[src/sv/assert_macros.svh]
// Assertion helpers shared by the RTL. Define ASSERT_OFF to compile them out.
`ifndef ASSERT_MACROS_SVH
`define ASSERT_MACROS_SVH

`ifndef ASSERT_OFF
`define ASSERT_PROP(label, clk, rst, prop) \
   label: assert property (@(posedge clk) disable iff (rst) (prop)) \
      else $error("assertion failed");
`define ASSERT_NEVER(label, clk, rst, expr) \
   label: assert property (@(posedge clk) disable iff (rst) !(expr)) \
      else $error("forbidden condition seen");
`else
`define ASSERT_PROP(label, clk, rst, prop)
`define ASSERT_NEVER(label, clk, rst, expr)
`endif

`endif

[src/sv/nnsc_pkg.sv]
package nnsc_pkg;

   localparam int MAX_DIM         = 4096;
   localparam int SCALE_FRAC_BITS = 16;

   localparam int COORD_W = 12;
   localparam int DIM_W   = 13;
   localparam int SCALE_W = 24;
   localparam int PROD_W  = COORD_W + SCALE_W;
   localparam int CSR_IDX_W = 3;

   // Largest source coordinate: limited by the frame size and by the field width.
   localparam int COORD_MAX   = (1 << COORD_W) - 1;
   localparam int COORD_LIMIT = ((MAX_DIM - 1) < COORD_MAX) ? (MAX_DIM - 1) : COORD_MAX;

   // Item kinds.
   localparam logic KIND_FRAME = 1'b0;
   localparam logic KIND_QUERY = 1'b1;

   // Source codes.
   localparam logic [1:0] SRC_BLACK = 2'd0;
   localparam logic [1:0] SRC_IN0   = 2'd1;
   localparam logic [1:0] SRC_IN1   = 2'd2;

   // Register indexes.
   localparam logic [CSR_IDX_W-1:0] REG_CANVAS_COLS    = 3'd0;
   localparam logic [CSR_IDX_W-1:0] REG_WIN0_WIDTH     = 3'd1;
   localparam logic [CSR_IDX_W-1:0] REG_WIN0_HEIGHT    = 3'd2;
   localparam logic [CSR_IDX_W-1:0] REG_WIN0_INV_SCALE = 3'd3;
   localparam logic [CSR_IDX_W-1:0] REG_WIN1_WIDTH     = 3'd4;
   localparam logic [CSR_IDX_W-1:0] REG_WIN1_HEIGHT    = 3'd5;
   localparam logic [CSR_IDX_W-1:0] REG_WIN1_INV_SCALE = 3'd6;

   typedef struct packed {
      logic [DIM_W-1:0]   canvas_cols;
      logic [DIM_W-1:0]   win0_width;
      logic [DIM_W-1:0]   win0_height;
      logic [SCALE_W-1:0] win0_inv_scale;
      logic [DIM_W-1:0]   win1_width;
      logic [DIM_W-1:0]   win1_height;
      logic [SCALE_W-1:0] win1_inv_scale;
   } cfg_type;

   typedef struct packed {
      logic [1:0]         source;
      logic [COORD_W-1:0] off_x;
      logic [COORD_W-1:0] off_y;
      logic [SCALE_W-1:0] scale;
   } sel_type;

endpackage

[src/sv/nnsc_window_select.sv]
module nnsc_window_select (
   input  nnsc_pkg::cfg_type                cfg,
   input  logic [nnsc_pkg::COORD_W-1:0]     x,
   input  logic [nnsc_pkg::COORD_W-1:0]     y,
   input  logic [1:0]                       seen,
   output nnsc_pkg::sel_type                sel
);

   logic [nnsc_pkg::COORD_W-1:0] x1;
   logic [nnsc_pkg::COORD_W-1:0] off1;
   logic                         in_canvas;
   logic                         hit0;
   logic                         hit1;

   assign x1        = cfg.canvas_cols[nnsc_pkg::DIM_W-1:1];
   assign off1      = x - x1;
   assign in_canvas = {1'b0, x} < cfg.canvas_cols;

   assign hit1 = seen[1] && (x >= x1) && ({1'b0, off1} < cfg.win1_width)
                 && ({1'b0, y} < cfg.win1_height);
   assign hit0 = seen[0] && ({1'b0, x} < cfg.win0_width)
                 && ({1'b0, y} < cfg.win0_height);

   // Window 1 is drawn on top of window 0. Black pixels carry a zero scale so
   // that their coordinates come out as zero.
   always_comb begin
      sel = '0;
      if (in_canvas && hit1) begin
         sel.source = nnsc_pkg::SRC_IN1;
         sel.off_x  = off1;
         sel.off_y  = y;
         sel.scale  = cfg.win1_inv_scale;
      end else if (in_canvas && hit0) begin
         sel.source = nnsc_pkg::SRC_IN0;
         sel.off_x  = x;
         sel.off_y  = y;
         sel.scale  = cfg.win0_inv_scale;
      end
   end

endmodule

[src/sv/nearest_neighbor_scale_compositor.sv]
// A pixel request passes the input stage, multiply stage and output register to rsp_tvalid.
// Throughput: one request per cycle unless rsp_tready stalls; both multipliers are pipelined.
// Frame arrival requests update the frame flags at acceptance and give no response.
// Reset (synchronous, active high) empties the pipeline, clears both frame flags and
// restores the register defaults.
`include "assert_macros.svh"

module nearest_neighbor_scale_compositor (
   input  logic                              clock,
   input  logic                              reset,
   // Request channel.
   input  logic                              req_tvalid,
   output logic                              req_tready,
   // [0] input_index, [1] frame_nonempty, [13:2] canvas_x, [25:14] canvas_y, [31:26] zero
   input  logic [31:0]                       req_tdata,
   // [0] kind
   input  logic                              req_tuser,
   // Response channel.
   output logic                              rsp_tvalid,
   input  logic                              rsp_tready,
   // [11:0] src_col, [23:12] src_row
   output logic [23:0]                       rsp_tdata,
   // [1:0] source
   output logic [1:0]                        rsp_tuser,
   // Register write channel.
   input  logic                              csr_valid,
   output logic                              csr_ready,
   input  logic [nnsc_pkg::CSR_IDX_W-1:0]    csr_index,
   input  logic [nnsc_pkg::SCALE_W-1:0]      csr_data
);

   localparam int CW = nnsc_pkg::COORD_W;
   localparam int PW = nnsc_pkg::PROD_W;

   nnsc_pkg::cfg_type cfg_ff;
   logic [1:0]        frame_seen_ff;
   logic [1:0]        frame_seen_in;

   logic              s1_valid_ff;
   logic [CW-1:0]     s1_x_ff;
   logic [CW-1:0]     s1_y_ff;
   logic [1:0]        s1_seen_ff;

   logic              s2_valid_ff;
   logic [1:0]        s2_source_ff;
   logic [PW-1:0]     s2_col_prod_ff;
   logic [PW-1:0]     s2_row_prod_ff;

   logic              rsp_valid_ff;
   logic [1:0]        rsp_source_ff;
   logic [CW-1:0]     rsp_col_ff;
   logic [CW-1:0]     rsp_row_ff;

   logic              out_en;
   logic              s2_en;
   logic              s1_en;
   logic              req_fire;

   nnsc_pkg::sel_type sel;
   logic [PW-1:0]     col_shift;
   logic [PW-1:0]     row_shift;
   logic [CW-1:0]     col_sat;
   logic [CW-1:0]     row_sat;

   // Each stage moves when the one after it is empty or moving.
   assign out_en     = !rsp_valid_ff || rsp_tready;
   assign s2_en      = !s2_valid_ff || out_en;
   assign s1_en      = !s1_valid_ff || s2_en;
   assign req_tready = s1_en;
   assign req_fire   = req_tvalid && req_tready;
   assign csr_ready  = 1'b1;

   // Register file.
   always_ff @(posedge clock) begin
      if (reset) begin
         cfg_ff.canvas_cols    <= 13'd1280;
         cfg_ff.win0_width     <= 13'd480;
         cfg_ff.win0_height    <= 13'd360;
         cfg_ff.win0_inv_scale <= 24'd131072;
         cfg_ff.win1_width     <= 13'd480;
         cfg_ff.win1_height    <= 13'd360;
         cfg_ff.win1_inv_scale <= 24'd131072;
      end else if (csr_valid && csr_ready) begin
         unique case (csr_index)
            nnsc_pkg::REG_CANVAS_COLS:    cfg_ff.canvas_cols    <= csr_data[12:0];
            nnsc_pkg::REG_WIN0_WIDTH:     cfg_ff.win0_width     <= csr_data[12:0];
            nnsc_pkg::REG_WIN0_HEIGHT:    cfg_ff.win0_height    <= csr_data[12:0];
            nnsc_pkg::REG_WIN0_INV_SCALE: cfg_ff.win0_inv_scale <= csr_data;
            nnsc_pkg::REG_WIN1_WIDTH:     cfg_ff.win1_width     <= csr_data[12:0];
            nnsc_pkg::REG_WIN1_HEIGHT:    cfg_ff.win1_height    <= csr_data[12:0];
            nnsc_pkg::REG_WIN1_INV_SCALE: cfg_ff.win1_inv_scale <= csr_data;
            default: ;
         endcase
      end
   end

   // Frame flags only ever get set; an empty frame leaves them alone.
   always_comb begin
      frame_seen_in = frame_seen_ff;
      if (req_fire && req_tuser == nnsc_pkg::KIND_FRAME && req_tdata[1]) begin
         frame_seen_in[req_tdata[0]] = 1'b1;
      end
   end

   always_ff @(posedge clock) begin
      if (reset) begin
         frame_seen_ff <= '0;
      end else begin
         frame_seen_ff <= frame_seen_in;
      end
   end

   // Input stage. A query keeps the frame flags as they stood when it was
   // accepted, so later frame arrivals do not reach back into it.
   always_ff @(posedge clock) begin
      if (reset) begin
         s1_valid_ff <= 1'b0;
      end else if (s1_en) begin
         s1_valid_ff <= req_tvalid && req_tuser == nnsc_pkg::KIND_QUERY;
      end
   end

   always_ff @(posedge clock) begin
      if (s1_en) begin
         s1_x_ff    <= req_tdata[13:2];
         s1_y_ff    <= req_tdata[25:14];
         s1_seen_ff <= frame_seen_ff;
      end
   end

   nnsc_window_select u_select (
      .cfg  (cfg_ff),
      .x    (s1_x_ff),
      .y    (s1_y_ff),
      .seen (s1_seen_ff),
      .sel  (sel)
   );

   // Multiply stage.
   always_ff @(posedge clock) begin
      if (reset) begin
         s2_valid_ff <= 1'b0;
      end else if (s2_en) begin
         s2_valid_ff <= s1_valid_ff;
      end
   end

   always_ff @(posedge clock) begin
      if (s2_en) begin
         s2_source_ff   <= sel.source;
         s2_col_prod_ff <= PW'(sel.off_x) * PW'(sel.scale);
         s2_row_prod_ff <= PW'(sel.off_y) * PW'(sel.scale);
      end
   end

   // Drop the fraction and clamp to the largest source coordinate.
   assign col_shift = s2_col_prod_ff >> nnsc_pkg::SCALE_FRAC_BITS;
   assign row_shift = s2_row_prod_ff >> nnsc_pkg::SCALE_FRAC_BITS;
   assign col_sat   = (col_shift > PW'(nnsc_pkg::COORD_LIMIT)) ?
                      CW'(nnsc_pkg::COORD_LIMIT) : col_shift[CW-1:0];
   assign row_sat   = (row_shift > PW'(nnsc_pkg::COORD_LIMIT)) ?
                      CW'(nnsc_pkg::COORD_LIMIT) : row_shift[CW-1:0];

   // Output register.
   always_ff @(posedge clock) begin
      if (reset) begin
         rsp_valid_ff <= 1'b0;
      end else if (out_en) begin
         rsp_valid_ff <= s2_valid_ff;
      end
   end

   always_ff @(posedge clock) begin
      if (out_en) begin
         rsp_source_ff <= s2_source_ff;
         rsp_col_ff    <= col_sat;
         rsp_row_ff    <= row_sat;
      end
   end

   assign rsp_tvalid = rsp_valid_ff;
   assign rsp_tuser  = rsp_source_ff;
   assign rsp_tdata  = {rsp_row_ff, rsp_col_ff};

   `ASSERT_PROP(a_black_zero, clock, reset, (rsp_tvalid && rsp_tuser == nnsc_pkg::SRC_BLACK) |-> (rsp_tdata == '0))
   `ASSERT_PROP(a_frame_no_rsp, clock, reset, (req_fire && req_tuser == nnsc_pkg::KIND_FRAME) |=> !s1_valid_ff)
   `ASSERT_NEVER(a_flag_cleared, clock, reset, $fell(frame_seen_ff[0]) || $fell(frame_seen_ff[1]))

endmodule
[config.mk]
export PLATFORM = sky130hd
export DESIGN_NAME = nearest_neighbor_scale_compositor
export DESIGN_NICKNAME = d
export VERILOG_FILES = /design/src/sv/nnsc_pkg.sv /design/src/sv/nnsc_window_select.sv /design/src/sv/nearest_neighbor_scale_compositor.sv
export VERILOG_INCLUDE_DIRS = /design/src /design/src/sv
export SDC_FILE = /design/constraint.sdc
export NUM_CORES = 2
export LEC_CHECK = 0
export BUFFER_PORTS_ARGS = -buffer_cell sky130_fd_sc_hd__buf_2
export CAP_MARGIN = 15
export CORE_ASPECT_RATIO = 0.9
export CORE_MARGIN = 1.5
export CORE_UTILIZATION = 60
export CTS_CLUSTER_DIAMETER = 40
export DETAILED_ROUTE_END_ITERATION = 8
export GPL_ROUTABILITY_DRIVEN = 0
export MAX_ROUTING_LAYER = met4
export PLACE_DENSITY = 0.77
export SYNTH_ARGS = -nofsm -noshare
export SYNTH_HDL_FRONTEND = slang
export SYNTH_HIERARCHICAL = 1
export SYNTH_SLANG_ARGS = --single-unit
[constraint.sdc]
create_clock -name clock -period 11.84 [get_ports clock]
set_input_delay 0 -clock clock [delete_from_list [all_inputs] [get_ports clock]]
set_output_delay 0 -clock clock [all_outputs]
set_load 0.1 [all_outputs]
==> impl_metrics.ini <==
[synthesis]
yosysUniqueCellTypes = 65
synth_area_mm2 = 0.0269
synth_nets = 3762
yosys-top-cells-count = nand2_1, inv_1, fa_1
synth_seq_cells = 212
synthCells = 3051
synth_edf_count = 94
async_reset_ff_frac = 0
ys_seq_area_frac = 0.193
synthFlopType = dfxtp_1
syn_area_per_cell_um2 = 8.82
yosys_warnings = 6
synth.top_cell.area_share = 0.327
yosys.cell_count.top_type = nand2_1
synthTopCellsByArea = fa_1, edfxtp_1, nand2_1
synth_top_area_cell = fa_1

[hold_path]
hold_path_class = primary input to flip-flop
hold_start = csr_index[2]

[sta]
slew-limit-headroom = 0.122
layout_setup_ws_ns = 0.986
skew_ns = 0.0177
final.setup.tns_ns = 0
worst_pin_slew_ns = 1.31
period_share = 0.917
fin_crit_ns = 10.85
final_hold_viol_count = 0
fmax_ghz = 0.0921
drv_slew = 0
rsz0062_at_grt = no
finalSetupViolCount = 0

[clock_tree]
ctsHoldBuffers = 58
clock_sinks = 212
postCtsResizedCells = 0
clockBufferDepth = 3
htreeDepth = 1
clkTransAtPathRegs_ns = 0.06
worst_skew_pair.late_latency_ns = 0.58
numCtsBuffers = 30
cts_setup_buffers = 0
cts_root_buf = clkbuf_16
cts_tree = built

[final_layout]
diodes = 0
regArea_mm2 = 0.00518
drive_gt1_frac = 0.0866
n_fill_cell = 3496
nNetsFinal = 3841
syn_to_final_growth_pct = 10.6
multiInputGateArea_mm2 = 0.0191

[detailed_routing]
wl_per_cell_um = 17.9
drcViolationCount = 0
vias_per_cell = 5.65
wirelength_um = 67000
drtPass1Iterations = 6
antenna_left = 0
drtIter0Drc = 1736
vias = 21202

[run]
drv_cap = 0

[global_routing]
grt_usage = 0.313
grt_antenna_before_repair = 0
grt_pass1_wl_um = 111000
grt_pass1_vias = 22703
grt_start_max_net_pins = 119
grt_remaining_overflow = 0

[place]
post-dp-hpwl_um = 48600
portBuffers = 86
pre_cts_ws_ns = 1.06

[floorplan]
start_util = 0.609
die_h_um = 204
rows = 73
fp.dieW_um = 226
dieArea_mm2 = 0.0461
core_area_mm2 = 0.0442
pin_count = 94

[worst_setup_path]
cpPeakStageDelay_ns = 0.84
crit_path_end_kind = flip-flop
arrival_ns = 11.18
setup.worst_path.start = s1_x_ff[0]
reg2reg_from = s1_x_ff[0]
path_max_fanout = 22
critPathBufInv = 8
cp_slowest_cell = nand4_1
path_class = flip-flop to flip-flop
critPathTopFamily = adder cells
crit_required_ns = 12.16
cp-start-kind = flip-flop

[power_and_ir_drop]
internal-power_uw = 1360
power_density_mw_per_mm2 = 62.4
sw_frac_of_total = 0.266
clkPwrFrac = 0.479
leakagePower_uw = 0.0144
p_sw_uw = 493
seqPwrFrac = 0.425
comb_power_share = 0.095
peakVddDrop_uv = 116

[run_status]
status = finished, final reports clean
## per-stage QoR
step	area (µm²)	std cells	util	power (µW)	hold WS, ns
3_3_place_gp	28000	3632	0.634	952	0.177
6_report	29700	3754	0.673	1860	0.0918
2_1_floorplan	26900	3051	-	904	0.0989
3_5_place_dp	28000	3632	0.634	959	0.178
5_1_grt	29700	3754	0.673	1920	0.112
4_1_cts	29600	3746	0.670	1860	0.0540
## logic make-up after synthesis
| logic type | share of synthesized area |
|---|---|
| AOI/OAI and AO/OA | 0.0659 |
| xor gates and xnor gates | 0.0153 |
| adders and majority gates | 0.423 |
| buffers and inverters | 0.104 |
| DFF | 0.193 |
| muxes | 0.0138 |
| other | 0.000139 |
| and+or+nand+nor | 0.185 |
## layout by cell type, fill, tap and decap left out, drive strengths merged, types with 3 or more instances in the layout
master / n
nor2b: 11
or2: 25
a21oi: 166
a211oi: 16
clkinv: 10
fa: 439
nand4: 48
a21o: 18
a221oi: 4
nor2: 37
dlygate4sd3: 59
nor3: 18
o211ai: 5
a31oi: 10
a211o: 4
nand3: 29
a21boi: 12
inv: 592
dfxtp: 118
ha: 207
mux2i: 37
and3: 8
nand3b: 21
nand2b: 17
nand2: 698
o21ai: 39
xnor2: 31
clkbuf: 34
and2: 154
nor4: 4
edfxtp: 94
or4: 3
xor2: 16
buf: 138
## layout make-up
| type | instances | share of cell area |
|---|---|---|
| sequential | 212 | 0.174 |
| timing repair buffer | 197 | 0.0504 |
| multi-input combinational | 2105 | 0.643 |
| clock inverter | 22 | 0.00799 |
| clock buffer | 34 | 0.0257 |
| tap | 600 | 0.0252 |
| inverter | 584 | 0.0737 |
## state kept, by name (all words and copies together) (netlist names)
signal          cells
rsp_tvalid          1
s1_x_ff            12
s2_valid_ff         1
rsp_tuser           2
cfg_ff            113
s2_source_ff        2
s1_seen_ff          2
s2_col_prod_ff     20
s1_y_ff            12
s1_valid_ff         1
frame_seen_ff       2
s2_row_prod_ff     20
rsp_col_ff         12
rsp_row_ff         12
## metal layers
layer	wire length [µm]	GRT usage
met2	32900	0.525
met3	5240	0.0387
met4	2510	0.121
met5	0	-
met1	26300	0.388
## tightest hold or removal path: cells and delay by family
kind | cells | cell delay [ns]
compound gates | 1 | 0.05
simple gates | 3 | 0.24
buf+inv | 2 | 0.32
## power by group through the flow
stage | Clock [µW] | Combinational [µW] | Sequential (µW)
3_3_place_gp | 0 | 148 | 804
2_1_floorplan | 0 | 87.0 | 817
4_1_cts | 901 | 169 | 789
6_report | 890 | 177 | 790
5_1_grt | 937 | 190 | 791
3_5_place_dp | 0 | 154 | 805
## worst paths after layout
kind | end | slack (ns) | cells after the start
max reg2reg | s2_col_prod_ff[35] | 0.99 | 37
min | cfg_ff[46] | 0.09 | 6
min reg2reg | rsp_tuser[0] | 0.43 | 0
max | s2_col_prod_ff[35] | 0.99 | 37
Power figures use the tool's default switching activity.
